File: src/assert_macros.svh
// Shared assertion macros for the encoder RTL.
`ifndef ASSERT_MACROS_SVH
`define ASSERT_MACROS_SVH

// Property that must hold at every clock edge outside reset.
`define ASSERT_ALWAYS(label, clk, rst_n, expr, msg) \
    label: assert property (@(posedge clk) disable iff (!rst_n) (expr)) \
        else $error(msg);

// Same-cycle implication.
`define ASSERT_IMPLIES(label, clk, rst_n, ante, cons, msg) \
    label: assert property (@(posedge clk) disable iff (!rst_n) (ante) |-> (cons)) \
        else $error(msg);

// Next-cycle implication.
`define ASSERT_NEXT(label, clk, rst_n, ante, cons, msg) \
    label: assert property (@(posedge clk) disable iff (!rst_n) (ante) |=> (cons)) \
        else $error(msg);

`endif

File: src/mre_pkg.sv
`timescale 1ns / 1ps

package mre_pkg;

    // Instruction forms
    localparam logic [1:0] KIND_REG_REG = 2'd0;
    localparam logic [1:0] KIND_REG_MEM = 2'd1;
    localparam logic [1:0] KIND_EXT_REG = 2'd2;
    localparam logic [1:0] KIND_EXT_MEM = 2'd3;

    // Operand size codes
    localparam logic [1:0] SIZE_BYTE  = 2'd0;
    localparam logic [1:0] SIZE_WORD  = 2'd1;
    localparam logic [1:0] SIZE_DWORD = 2'd2;
    localparam logic [1:0] SIZE_QWORD = 2'd3;

    // ModRM mod field
    localparam logic [1:0] MOD_NO_DISP = 2'd0;
    localparam logic [1:0] MOD_DISP8   = 2'd1;
    localparam logic [1:0] MOD_DISP32  = 2'd2;
    localparam logic [1:0] MOD_REG     = 2'd3;

    localparam logic [2:0] RM_SIB_BASE  = 3'd4;
    localparam logic [2:0] RM_BP_BASE   = 3'd5;

    localparam logic [7:0] PFX_OPSIZE   = 8'h66;
    localparam logic [7:0] PFX_ADDRSIZE = 8'h67;
    localparam logic [7:0] REX_PLAIN    = 8'h40;
    localparam logic [7:0] REX_BIT_B    = 8'h41;
    localparam logic [7:0] REX_BIT_R    = 8'h44;
    localparam logic [7:0] REX_BIT_W    = 8'h48;
    localparam logic [7:0] ESCAPE_BYTE  = 8'h0f;
    localparam logic [7:0] SIB_NO_INDEX = 8'h24;

    // Byte slots in encoding order
    localparam int NUM_SLOTS    = 11;
    localparam int SLOT_OPSIZE  = 0;
    localparam int SLOT_ADDR    = 1;
    localparam int SLOT_REX     = 2;
    localparam int SLOT_ESCAPE  = 3;
    localparam int SLOT_OPCODE  = 4;
    localparam int SLOT_MODRM   = 5;
    localparam int SLOT_SIB     = 6;
    localparam int SLOT_DISP0   = 7;
    localparam int SLOT_DISP1   = 8;
    localparam int SLOT_DISP2   = 9;
    localparam int SLOT_DISP3   = 10;

    localparam int QUEUE_DEPTH  = 2;
    localparam int QUEUE_PTR_W  = $clog2(QUEUE_DEPTH);
    localparam int QUEUE_CNT_W  = $clog2(QUEUE_DEPTH + 1);

    typedef struct packed {
        logic [1:0]         kind;
        logic [8:0]         opcode;
        logic [2:0]         reg_number;
        logic               reg_high;
        logic               reg_uniform_byte;
        logic [1:0]         operand_size;
        logic [2:0]         rm_number;
        logic               rm_high;
        logic               rm_uniform_byte;
        logic               base_is_32bit;
        logic signed [31:0] displacement;
    } in_item_t;

    typedef struct packed {
        logic [7:0] code_byte;
        logic       last_byte;
    } out_item_t;

    // Classified instruction: which slots are present plus the variable bytes
    typedef struct packed {
        logic [NUM_SLOTS-1:0] present;
        logic [7:0]           rex;
        logic [7:0]           opcode_lo;
        logic [7:0]           modrm;
        logic [31:0]          disp;
    } plan_t;

endpackage

File: src/mre_front.sv
`timescale 1ns / 1ps

module mre_front (
    input  mre_pkg::in_item_t item,
    output mre_pkg::plan_t    plan
);
    import mre_pkg::*;

    logic       memory;
    logic       ext;
    logic       small_disp;
    logic [1:0] mod_sel;
    logic [7:0] rex;

    always_comb
    begin
        memory = item.kind inside {KIND_REG_MEM, KIND_EXT_MEM};
        ext    = item.kind inside {KIND_EXT_REG, KIND_EXT_MEM};

        rex = 8'h00;
        if ((!ext && item.reg_uniform_byte) || (!memory && item.rm_uniform_byte))
            rex = rex | REX_PLAIN;
        if (item.operand_size == SIZE_QWORD)
            rex = rex | REX_BIT_W;
        if (!ext && item.reg_high)
            rex = rex | REX_BIT_R;
        if (item.rm_high)
            rex = rex | REX_BIT_B;

        // disp8 range is -126..127 here
        small_disp = (item.displacement >= -32'sd126) && (item.displacement <= 32'sd127);
        if (item.displacement == 32'sd0)
            mod_sel = (item.rm_number == RM_BP_BASE) ? MOD_DISP8 : MOD_NO_DISP;
        else if (small_disp)
            mod_sel = MOD_DISP8;
        else
            mod_sel = MOD_DISP32;
        if (!memory)
            mod_sel = MOD_REG;

        plan.present              = '0;
        plan.present[SLOT_OPSIZE] = (item.operand_size == SIZE_WORD);
        plan.present[SLOT_ADDR]   = memory && item.base_is_32bit;
        plan.present[SLOT_REX]    = (rex != 8'h00);
        plan.present[SLOT_ESCAPE] = item.opcode[8];
        plan.present[SLOT_OPCODE] = 1'b1;
        plan.present[SLOT_MODRM]  = 1'b1;
        plan.present[SLOT_SIB]    = memory && (item.rm_number == RM_SIB_BASE);
        plan.present[SLOT_DISP0]  = (mod_sel == MOD_DISP8) || (mod_sel == MOD_DISP32);
        plan.present[SLOT_DISP1]  = (mod_sel == MOD_DISP32);
        plan.present[SLOT_DISP2]  = (mod_sel == MOD_DISP32);
        plan.present[SLOT_DISP3]  = (mod_sel == MOD_DISP32);

        plan.rex       = rex;
        plan.opcode_lo = item.opcode[7:0];
        plan.modrm     = {mod_sel, item.reg_number, item.rm_number};
        plan.disp      = item.displacement;
    end

endmodule

File: src/mre_queue.sv
`timescale 1ns / 1ps

`include "assert_macros.svh"

module mre_queue (
    input  logic           clk,
    input  logic           rst_n,
    input  logic           push,
    input  mre_pkg::plan_t push_plan,
    output logic           full,
    input  logic           pop,
    output logic           head_valid,
    output mre_pkg::plan_t head_plan
);
    import mre_pkg::*;

    plan_t                  slots_reg [QUEUE_DEPTH];
    logic [QUEUE_PTR_W-1:0] wr_ptr_reg;
    logic [QUEUE_PTR_W-1:0] rd_ptr_reg;
    logic [QUEUE_CNT_W-1:0] count_reg;
    logic [QUEUE_CNT_W-1:0] count_next;
    logic                   do_push;
    logic                   do_pop;

    assign full       = (count_reg == QUEUE_CNT_W'(QUEUE_DEPTH));
    assign head_valid = (count_reg != '0);
    assign head_plan  = slots_reg[rd_ptr_reg];
    assign do_push    = push && !full;
    assign do_pop     = pop && head_valid;

    always_comb
    begin
        count_next = count_reg;
        if (do_push && !do_pop)
            count_next = count_reg + 1'b1;
        else if (do_pop && !do_push)
            count_next = count_reg - 1'b1;
    end

    always_ff @(posedge clk or negedge rst_n)
    begin
        if (!rst_n)
        begin
            wr_ptr_reg <= '0;
            rd_ptr_reg <= '0;
            count_reg  <= '0;
        end
        else
        begin
            count_reg <= count_next;
            if (do_push)
                wr_ptr_reg <= (wr_ptr_reg == QUEUE_PTR_W'(QUEUE_DEPTH - 1)) ?
                              '0 : wr_ptr_reg + 1'b1;
            if (do_pop)
                rd_ptr_reg <= (rd_ptr_reg == QUEUE_PTR_W'(QUEUE_DEPTH - 1)) ?
                              '0 : rd_ptr_reg + 1'b1;
        end
    end

    always_ff @(posedge clk)
    begin
        if (do_push)
            slots_reg[wr_ptr_reg] <= push_plan;
    end

    `ASSERT_ALWAYS(a_count_bound, clk, rst_n, count_reg <= QUEUE_CNT_W'(QUEUE_DEPTH), "queue overfilled")
    `ASSERT_IMPLIES(a_pop_nonempty, clk, rst_n, pop, head_valid, "pop from empty queue")
    `ASSERT_NEXT(a_push_lands, clk, rst_n, do_push && !do_pop, head_valid, "pushed request vanished")

endmodule

File: src/mre_back.sv
`timescale 1ns / 1ps

`include "assert_macros.svh"

module mre_back (
    input  logic                clk,
    input  logic                rst_n,
    input  logic                head_valid,
    input  mre_pkg::plan_t      head_plan,
    output logic                pop,
    output logic                out_valid,
    input  logic                out_ready,
    output mre_pkg::out_item_t  out_item
);
    import mre_pkg::*;

    logic [NUM_SLOTS-1:0] sent_reg;
    logic [NUM_SLOTS-1:0] sent_next;
    logic [NUM_SLOTS-1:0] remaining;
    logic [NUM_SLOTS-1:0] pick;
    logic [7:0]           slot_byte [NUM_SLOTS];
    logic [7:0]           sel_byte;
    logic                 sel_last;
    logic                 emit;
    logic                 out_valid_reg;
    logic                 out_valid_next;
    out_item_t            out_item_reg;

    always_comb
    begin
        slot_byte[SLOT_OPSIZE] = PFX_OPSIZE;
        slot_byte[SLOT_ADDR]   = PFX_ADDRSIZE;
        slot_byte[SLOT_REX]    = head_plan.rex;
        slot_byte[SLOT_ESCAPE] = ESCAPE_BYTE;
        slot_byte[SLOT_OPCODE] = head_plan.opcode_lo;
        slot_byte[SLOT_MODRM]  = head_plan.modrm;
        slot_byte[SLOT_SIB]    = SIB_NO_INDEX;
        slot_byte[SLOT_DISP0]  = head_plan.disp[7:0];
        slot_byte[SLOT_DISP1]  = head_plan.disp[15:8];
        slot_byte[SLOT_DISP2]  = head_plan.disp[23:16];
        slot_byte[SLOT_DISP3]  = head_plan.disp[31:24];
    end

    // next byte to send is the lowest present slot not yet sent
    assign remaining = head_plan.present & ~sent_reg;
    assign pick      = remaining & (~remaining + 1'b1);
    assign sel_last  = ((remaining & ~pick) == '0);

    always_comb
    begin
        sel_byte = 8'h00;
        for (int i = 0; i < NUM_SLOTS; i++)
        begin
            if (pick[i])
                sel_byte = sel_byte | slot_byte[i];
        end
    end

    assign emit = head_valid && (!out_valid_reg || out_ready);
    assign pop  = emit && sel_last;

    always_comb
    begin
        sent_next = sent_reg;
        if (emit)
            sent_next = sel_last ? '0 : (sent_reg | pick);

        out_valid_next = out_valid_reg;
        if (emit)
            out_valid_next = 1'b1;
        else if (out_ready)
            out_valid_next = 1'b0;
    end

    always_ff @(posedge clk or negedge rst_n)
    begin
        if (!rst_n)
        begin
            sent_reg      <= '0;
            out_valid_reg <= 1'b0;
        end
        else
        begin
            sent_reg      <= sent_next;
            out_valid_reg <= out_valid_next;
        end
    end

    always_ff @(posedge clk)
    begin
        if (emit)
        begin
            out_item_reg.code_byte <= sel_byte;
            out_item_reg.last_byte <= sel_last;
        end
    end

    assign out_valid = out_valid_reg;
    assign out_item  = out_item_reg;

    `ASSERT_IMPLIES(a_head_has_bytes, clk, rst_n, head_valid, remaining != '0, "request with nothing left to send")
    `ASSERT_ALWAYS(a_pick_onehot, clk, rst_n, $onehot0(pick), "more than one slot picked")
    `ASSERT_IMPLIES(a_idle_clean, clk, rst_n, !head_valid, sent_reg == '0, "stale sent mask without a request")

endmodule

File: src/x86_64_modrm_instruction_encoder_top.sv
`timescale 1ns / 1ps

// Channel  Handshake               Payload
// in       in_valid / in_ready     in_item  (mre_pkg::in_item_t), one instruction
// out      out_valid / out_ready   out_item (mre_pkg::out_item_t), one code byte
//
// One output byte per cycle while out_ready is high; an instruction has 2 to 11 bytes.
// The byte stepper in the back end sets the rate; the front classifies in the accept cycle.
// A two-entry queue lets new requests enter while earlier ones are still being sent.
// An accepted request is first written into the queue; its first byte is then registered onto out.
// in_ready drops while the queue holds two requests; out_ready low with out_valid high freezes the stepper.
// rst_n is asynchronous; it clears the queue, the byte mask and out_valid.

module x86_64_modrm_instruction_encoder_top (
    input  logic               clk,
    input  logic               rst_n,
    input  logic               in_valid,
    output logic               in_ready,
    input  mre_pkg::in_item_t  in_item,
    output logic               out_valid,
    input  logic               out_ready,
    output mre_pkg::out_item_t out_item
);
    import mre_pkg::*;

    plan_t front_plan;
    plan_t head_plan;
    logic  queue_full;
    logic  head_valid;
    logic  pop;

    mre_front u_front (
        .item (in_item),
        .plan (front_plan)
    );

    mre_queue u_queue (
        .clk        (clk),
        .rst_n      (rst_n),
        .push       (in_valid),
        .push_plan  (front_plan),
        .full       (queue_full),
        .pop        (pop),
        .head_valid (head_valid),
        .head_plan  (head_plan)
    );

    mre_back u_back (
        .clk        (clk),
        .rst_n      (rst_n),
        .head_valid (head_valid),
        .head_plan  (head_plan),
        .pop        (pop),
        .out_valid  (out_valid),
        .out_ready  (out_ready),
        .out_item   (out_item)
    );

    assign in_ready = !queue_full;

endmodule

File: config.mk
export PLATFORM = sky130hd
export DESIGN_NAME = x86_64_modrm_instruction_encoder_top
export DESIGN_NICKNAME = d
export VERILOG_FILES = /design/src/mre_pkg.sv /design/src/mre_front.sv /design/src/mre_queue.sv /design/src/mre_back.sv /design/src/x86_64_modrm_instruction_encoder_top.sv
export VERILOG_INCLUDE_DIRS = /design/src /design/src/src
export SDC_FILE = /design/constraint.sdc
export NUM_CORES = 1
export LEC_CHECK = 0
export CORE_UTILIZATION = 60
export CTS_BUF_LIST = sky130_fd_sc_hd__clkbuf_2 sky130_fd_sc_hd__clkbuf_4 sky130_fd_sc_hd__clkbuf_8
export DETAILED_ROUTE_END_ITERATION = 10
export DONT_BUFFER_PORTS = 1
export PLACE_DENSITY = 0.77
export SETUP_SLACK_MARGIN = 0.3
export SLEW_MARGIN = 10
export SYNTH_ARGS = -nofsm -noshare
export SYNTH_HDL_FRONTEND = slang
export SYNTH_SLANG_ARGS = --single-unit
File: constraint.sdc
create_clock -name clk -period 4.1 [get_ports clk]
set_input_delay 0.205 -clock clk [delete_from_list [all_inputs] [get_ports clk]]
set_output_delay 0.205 -clock clk [all_outputs]
set_load 0.02 [all_outputs]
# Word-level counts from Yosys, hierarchy flattened
# Memories as Yosys holds them, arrays and structs flattened.
# Cells that the tools add are included.
# totals
reg_bits,25
ramBits,128
input_bits,60
output_inout_bits,11
elab_cells,96
mem_count,1
# memory_table
name,words,width,rd,rd_clocked_by_memory_dff,wr,line_no,text
u_queue.slots_reg,2,64,1,0,1,mre_queue.sv:17,plan_t slots_reg [QUEUE_DEPTH];
# op_classes
addsub,5
magnitude_cmp,2
n_eq_ne,10
mux,28
n_bitwise,14
n_reduce_logical,29
# op_table
cell,count
8-bit 2-to-1 mux,7
8-bit bitwise OR,7
7-bit 2-to-1 mux,6
11-bit AND,3
11-bit NOT,3
32-bit by 8-bit greater-or-equal comparator with 1-bit output (second input constant),1
32-bit by 8-bit less-or-equal comparator with 1-bit output (second input constant),1
32-bit logical NOT,1
1-bit logical AND,12
11-bit by 1-bit adder with 11-bit output (second input constant),1
11-bit logical NOT,1
11-bit 2-to-1 mux,1
11-bit bitwise OR,1
2-bit equality test (second input constant),5
2-bit 2-to-1 mux,5
2-bit nonzero test,5
8-bit nonzero test,1
1-bit 2-to-1 mux,7
2-bit by 1-bit equality test with 1-bit output (second input constant),3
3-bit equality test (second input constant),2
1-bit logical NOT,6
6-bit 2-to-1 mux,1
4-bit 2-to-1 mux,1
1-bit logical OR,3
3 further kinds,4

# Logic depth before layout (Yosys ltp)
# Gate-level depths: netlist of run 1.
# depth
depth_word,23
ltp_mapped,12
depth_no_buf,10

# Cells and area by module
# Synthesis of run 1 repeated with hierarchy kept, for this count alone.
# unflattened
hier_cells,499
area_unflattened_um2,7429.6
# by_module_without_submodules
mod,n_inst,cells_each,area_per_inst_um2,seq_area_each_um2
mre_queue,1,228,5123.7,4124.0
mre_back,1,171,1606.5,570.5
mre_front,1,99,695.7,0.0
x86_64_modrm_instruction_encoder_top,1,1,3.8,0.0

# Worst setup path after synthesis of run 1
# No wires, ideal clock.
# synth_timing
path_type,register to register
startpoint,reg u_queue.count_reg[0]
endpoint,mem u_queue.slots_reg[0][0] (netlist bit) (enable)
setup_time_ns,0.476
arrival_ns,3.276
required_ns,3.624
path_slack_ns,0.348
path_stages_with_launch,4
path_buffers,0
period_less_slack_ns,3.752
path_cell_list,dfrtp_1 > nand2b_1 > nand2_1 > nor2_1
# synth_between
elab_chain_len,5
# synth_lines
item,line_no,text
start: declaration,mre_queue.sv:20,logic [QUEUE_CNT_W-1:0] count_reg;
start signal: assignment,mre_queue.sv:50,count_reg <= count_next;
2-bit equality test,mre_queue.sv:25,assign full = (count_reg == QUEUE_CNT_W'(QUEUE_DEPTH));
1-bit logical NOT,n/a,
via in_ready,x86_64_modrm_instruction_encoder_top.sv:18,"output logic in_ready,"
1-bit logical AND,mre_queue.sv:28,assign do_push = push && !full;
1-bit 2-to-1 mux,mre_queue.sv:62,if (do_push)
1-bit 2-to-1 mux (implied by the code),mre_queue.sv:63,slots_reg[wr_ptr_reg] <= push_plan;
end: declaration,mre_queue.sv:17,
# The timed path passes the listed nets, and every way through them passes these cells.

# Worst setup path in the final report of run 1
# layout_timing
startpoint,reg u_queue.rd_ptr_reg
endpoint,reg u_queue.count_reg[1]
# layout_between
elab_chain_len,13
elab_cells_between_ends,15
cone_classes,add/sub (1); mux (1); bitwise (5); reduce/logical (7); memory (1)
# layout_lines
item,line_no,text
start: declaration,mre_queue.sv:19,logic [QUEUE_PTR_W-1:0] rd_ptr_reg;
start signal: assignment,mre_queue.sv:55,rd_ptr_reg <= (rd_ptr_reg == QUEUE_PTR_W'(QUEUE_DEPTH - 1)) ?
memory 2 x 64 bit *,n/a,
11-bit AND *,mre_back.sv:45,assign remaining = head_plan.present & ~sent_reg;
11-bit NOT,mre_back.sv:46,assign pick = remaining & (~remaining + 1'b1);
11-bit by 1-bit adder with 11-bit output,mre_back.sv:46,
11-bit AND,mre_back.sv:46,
11-bit NOT,mre_back.sv:47,assign sel_last = ((remaining & ~pick) == '0);
11-bit AND *,mre_back.sv:47,
11-bit logical NOT *,mre_back.sv:47,
1-bit logical AND *,mre_back.sv:60,assign pop = emit && sel_last;
1-bit logical AND *,mre_queue.sv:29,assign do_pop = pop && head_valid;
1-bit logical NOT,mre_queue.sv:34,if (do_push && !do_pop)
1-bit logical AND,mre_queue.sv:34,
2-bit 2-to-1 mux or 2-bit nonzero test (tied branches),n/a,
# Mark *: on every way between the ends. The rest lies on a longest branch, timed or not.
# A chain may end at the register's enable or synchronous reset.

==> impl_metrics.ini, run 1 <==
[yosys]
syn-cell-area_um2 = 6113
synth-edff-count = 127
yosysSeqAreaShare_pct = 68.93
yosysUniqueCellTypes = 62
async_reset_ff_share_pct = 11.19
synth-seq-cells = 143
synth_flop_cell = edfxtp_1
avgSynthCellArea_um2 = 14.63
syn_nets = 480
netlist_instances = 418
yosys_warnings = 0

[layout]
layout_commonest_cell = edfxtp_1
syn_to_final_growth_pct = 18.71
drive_gt1_share_pct = 14.06
nets = 548
diodes = 0
largest_reg_flops = 118
layout_common_cells = edfxtp_1, dlygate4sd3_1, nor2_1

[clocking]
h-tree-depth = 4
cts_sinks = 143
cts_buffers = 17
root_buffer = clkbuf_8
clock_latency_ns = 0.47
cts_tree = yes
clk_pin_slew_ns = 0.07
clock_path_buffers = 2

[sta]
finalSetupTns_ns = 0
min_period_ns = 3.466
finalMaxSlewViolations = 0
max_freq_mhz = 288.5
rsz0062_at_grt = false
period_share_pct = 84.55
setup_slack_ns = 0.6336
hold_violations = 0
whs_ns = 0.03358
setup_violations = 0
worst_clock_skew_ns = 0.01600
tightest_slew_ns = 1.104
slew_headroom_pct = 25.72

[routing]
routed_wl_mm = 15.69
via_per_inst = 6.491
drc = 0
ant_nets = 0
routedWlPerCell_um = 24.87
vias = 4096
drt-pass1-iter-count = 5
drt_iter0_markers = 328

[grt]
globalRouteTotalUtil_pct = 32.08
grt_max_degree = 60
antenna_found_initial = 0
grt.overflow.total = 0
first_global_vias = 4137
grt_pass1_wl_mm = 23.38

[die]
io_pins = 71
fp.dieW_um = 102.9
rows = 36
die-area_um2 = 10600
start_util_pct = 62.26
core_um2 = 9819
die_h_um = 102.9

[worst_setup_path]
cp-end-kind = register
crit_required_ns = 4.48
arrival_ns = 3.85
crit_path_max_fanout = 17
start_kind = register
critPathKind = reg -> reg

[hold_path]
hold_path_class = in -> reg

[placement]
dp.final_hpwl_mm = 9.618
dp_slack_ns = 0.7235
port-buffer-count = 0
gp_routability_congestion = 0.8951

[power_and_ir_drop]
p_leak_nw = 2.511
ir_drop_v = 0.0004662
p_per_area_nw_per_um2 = 732.8

[run_status]
status = completed

[job]
drv_cap = 0
cells in the mapped netlist (all sizes together) (4+ instances only):
library cell / instances / area share [%]
o31ai: 4 / 0.49
edfxtp: 127 / 62
mux2i: 32 / 5.7
a211oi: 5 / 0.61
nand2: 17 / 1.0
nor3: 9 / 0.92
o21ai: 13 / 1.1
o22ai: 11 / 1.5
o221ai: 4 / 0.68
nor2: 33 / 2.0
nor4: 15 / 1.5
mux2: 14 / 2.6
a311oi: 4 / 0.68
nand4: 9 / 0.92
a31oi: 4 / 0.41
inv: 12 / 0.74
and2: 4 / 0.41
buf: 10 / 0.90
a21oi: 20 / 1.6
a221o: 4 / 0.65
a22oi: 5 / 0.61
dfrtp: 16 / 6.5
cell type report:
| cell class | count | area [um^2] |
|---|---|---|
| sequential | 143 | 4215 |
| fill | 656 | 2562 |
| multi-input combinational | 250 | 1800 |
| timing repair buffer | 62 | 600.6 |
| clock buffer | 18 | 241.5 |
| clock inverter | 13 | 187.7 |
| tap | 133 | 166.4 |
| inverter | 12 | 45.04 |
metrics by stage:
stage	total power [W]	utilization, %	instance area, um^2	cells
after floorplan	0.003541	-	6113	418
after global placement	0.003980	64.03	6287	546
after detailed placement	0.004010	64.03	6287	546
after CTS	0.005268	73.90	7257	631
after global routing	0.005540	73.90	7257	631
final	0.005318	73.90	7257	631
path summary, 6_finish.rpt:
path / startpoint / to / slack (ns) / depth (start not counted)
worst min-delay path: in_valid / u_queue.wr_ptr_reg$_DFFE_PN0P_ / 0.03 / 2
worst max register to register: u_queue.rd_ptr_reg$_DFFE_PN0P_ / u_queue.count_reg[1]$_DFFE_PN0P_ / 0.63 / 11
worst min register to register: u_queue.count_reg[1]$_DFFE_PN0P_ / u_queue.count_reg[1]$_DFFE_PN0P_ / 0.50 / 1
worst max-delay path: u_queue.rd_ptr_reg$_DFFE_PN0P_ / u_queue.count_reg[1]$_DFFE_PN0P_ / 0.63 / 11
min in group asynchronous: rst_n / u_back.sent_reg[5]$_DFFE_PN0P_ / 0.25 / 1
max in group asynchronous: rst_n / u_queue.rd_ptr_reg$_DFFE_PN0P_ / 3.32 / 1
cells by family (layout without fill, tap and decap cells):
group           after synthesis  count (layout)  share of synthesized area, %
compound gates               88              88                         10.34
buf+inv                      25             105                         1.821
xor+xnor                      5               5                        0.7165
mux                          46              46                         8.289
fa+ha+maj                     2               2                        0.4093
flops                       143             143                         68.93
simple gates                109             109                         9.497
per-layer routing:
| layer | wire length [um] | vias to the layer above | track usage [%] |
|---|---|---|---|
| li1 | - | 1804 | - |
| met4 | 416 | 0 | 13.87 |
| met2 | 8028 | 228 | 54.51 |
| met1 | 6081 | 2028 | 38.81 |
| met3 | 1167 | 36 | 8.475 |
| met5 | 0 | - | 0 |
critical path: stages (launching register included):
cell,delay [ns]
dfrtp_2,0.68
mux2i_1,0.58
o22ai_4,0.27
nor3_4,0.49
a311oi_2,0.20
nor4b_4,0.27
buf_4,0.23
inv_2,0.04
ha_1,0.20
xor2_1,0.16
nor2_1,0.11
xor2_1,0.15
power by group:
| group | switching (W) | internal (W) | leakage, nW |
|---|---|---|---|
| combinational | 0.00108 | 0.000634 | 0.936 |
| sequential | 0.000309 | 0.00206 | 1.36 |
| clock | 0.000558 | 0.000670 | 0.211 |
| total | 0.00195 | 0.00337 | 2.51 |
timing repair:
action | CTS | global route
setup buffers | 0 | 0
endpoints found under the hold margin | 125 | 0
resized for setup | 0 | 0
setup endpoints to repair | 0 | 0
hold buffers | 54 | 0
Power figures use the tool's default switching activity.
==> run 2: changes to the inputs <==
==> constraint.sdc (replaced) <==
create_clock -name clk -period 3.65 [get_ports clk]
set_input_delay 0.1825 -clock clk [delete_from_list [all_inputs] [get_ports clk]]
set_output_delay 0.1825 -clock clk [all_outputs]
set_load 0.02 [all_outputs]
==> run 2 against run 1 <==
Die area is the same. Register-to-register slack lost 0.06 ns. Cell area is essentially flat. Core utilization shrank 0.051 points. Hold slack lost 0.0095 ns. Maximum frequency grew 13%. Non-clock buffer count grew 6. Clock-buffer cell count grew 2. Largest cell class unchanged. Setup slack lost 0.056 ns. Sequential share of layout area is essentially flat. Via count grew 1.1%. Sequential power grew 11%.
==> impl_metrics.ini, run 2 (synthesis results as in run 1) <==
[run_status]
status = completed

[routing]
routedWlPerCell_um = 23.51
via_per_inst = 6.494
drc = 0
vias = 4143
drt-pass1-iter-count = 7
drt_iter0_markers = 336
ant_nets = 0
routed_wl_mm = 15.00

[layout]
nets = 554
fin_util_pct = 73.85
diodes = 0
largest_reg_flops = 118
syn_to_final_growth_pct = 18.62
drive_gt1_share_pct = 14.46
layout_common_cells = edfxtp_1, dlygate4sd3_1, nor2_1
layout_commonest_cell = edfxtp_1

[die]
rows = 36
die-area_um2 = 10600
start_util_pct = 62.26
io_pins = 71
core_um2 = 9819
fp.dieW_um = 102.9
die_h_um = 102.9

[placement]
port-buffer-count = 0
gp_routability_congestion = 0.9216
dp.final_hpwl_mm = 9.579

[sta]
hold_violations = 0
slew_headroom_pct = 43.43
finalSetupTns_ns = 0
tightest_slew_ns = 0.8455
max_freq_mhz = 325.5
rsz0062_at_grt = false
min_period_ns = 3.072
finalMaxSlewViolations = 0
period_share_pct = 84.16
setup_violations = 0
worst_clock_skew_ns = 0.01431

[worst_setup_path]
arrival_ns = 3.45
cp-end-kind = register
path_delay_family = simple AND/OR/NAND/NOR gates
setup.worst_path.start = u_queue.rd_ptr_reg$_DFFE_PN0P_
critPathKind = reg -> reg
slowest_delay_ns = 0.52
rr_startpoint = u_queue.rd_ptr_reg$_DFFE_PN0P_
crit_required_ns = 4.03
slowest_stage = mux2i_1
crit_path_max_fanout = 17
cp_common_cell = xor2_1
start_kind = register
path_buf_inv = 1
crit_chain = mux2i_1, o22ai_4, nor3_4, a311oi_2, nor4b_4, inv_2, ha_1, xor2_1, nor2_1, xor2_1

[power_and_ir_drop]
p_sw_share_pct = 37.44
switchingPower_w = 0.002157
internal_power_w = 0.003605
p_per_area_nw_per_um2 = 794.5
ir_drop_v = 0.0004169
pwr-share-clk_pct = 20.5
power_frac_seq_pct = 45.8
p_leak_nw = 2.508
pwr-share-comb_pct = 33.8

[grt]
antenna_found_initial = 0
globalRouteTotalUtil_pct = 31.03
first_global_vias = 4146
grt.overflow.total = 0
grt_max_degree = 60
grt_pass1_wl_mm = 22.78

[job]
drv_cap = 0

[clocking]
clock_latency_ns = 0.46
root_buffer = clkbuf_8
cts_buffers = 17
clock_path_buffers = 2
cts_tree = yes
clk_pin_slew_ns = 0.08
h-tree-depth = 4
cts_sinks = 143

[hold_path]
min-delay-start = in_item[54]
hold_path_class = in -> reg
run 2: path summary, 6_finish.rpt:
check | to | slack [ns] | depth (start not counted)
worst min register to register | u_queue.count_reg[1]$_DFFE_PN0P_ | 0.52 | 1
worst max-delay path | u_queue.count_reg[1]$_DFFE_PN0P_ | 0.58 | 10
min in group asynchronous | u_back.sent_reg[7]$_DFFE_PN0P_ | 0.26 | 1
worst min-delay path | u_queue.slots_reg[1][39]$_DFFE_PP_ | 0.02 | 1
worst max register to register | u_queue.count_reg[1]$_DFFE_PN0P_ | 0.58 | 10
max in group asynchronous | u_queue.rd_ptr_reg$_DFFE_PN0P_ | 2.81 | 1
run 2: through the flow:
stage	hold WS (ns)	setup slack, ns	power (W)	cell area, um^2	instances
after global routing	0.01184	0.3136	0.006027	7252	638
after detailed placement	-0.1126	0.6145	0.004507	6302	548
after floorplan	-0.1131	0.8817	0.003973	6116	418
final	0.02406	0.5780	0.005762	7252	638
after CTS	0.0005826	0.5785	0.005738	7252	638
after global placement	-0.1127	0.7443	0.004480	6302	548
run 2: per-layer routing:
layer	global-route usage [%]	share of wire [%]	routed length, um
met5	0	0	0
met4	14.63	3.0	456
met3	7.729	8.4	1253
met2	50.36	51	7598
met1	39.57	38	5688
run 2: what timing repair did:
action / 4_1_cts / 5_1_grt
endpoints found under the hold margin: 128 / 0
endpoints found under the setup margin: 0 / 0
resized for setup: 0 / 0
hold buffers: 58 / 0
buffers inserted: 0 / 0
run 2: power groups by stage:
| stage | Combinational, W | Clock, W | Sequential, W |
|---|---|---|---|
| after floorplan | 0.00140 | 0 | 0.00257 |
| after global placement | 0.00183 | 0 | 0.00265 |
| after detailed placement | 0.00184 | 0 | 0.00266 |
| after CTS | 0.00192 | 0.00119 | 0.00263 |
| after global routing | 0.00208 | 0.00127 | 0.00268 |
| final | 0.00194 | 0.00118 | 0.00264 |
run 2: layout make-up:
class	count	area, um^2
Sequential cell	143	4215
Timing Repair Buffer	68	655.6
Fill cell	656	2567
Multi-Input combinational cell	250	1800
Clock buffer	20	256.5
Tap cell	133	166.4
Inverter	12	45.04
Clock inverter	12	112.6
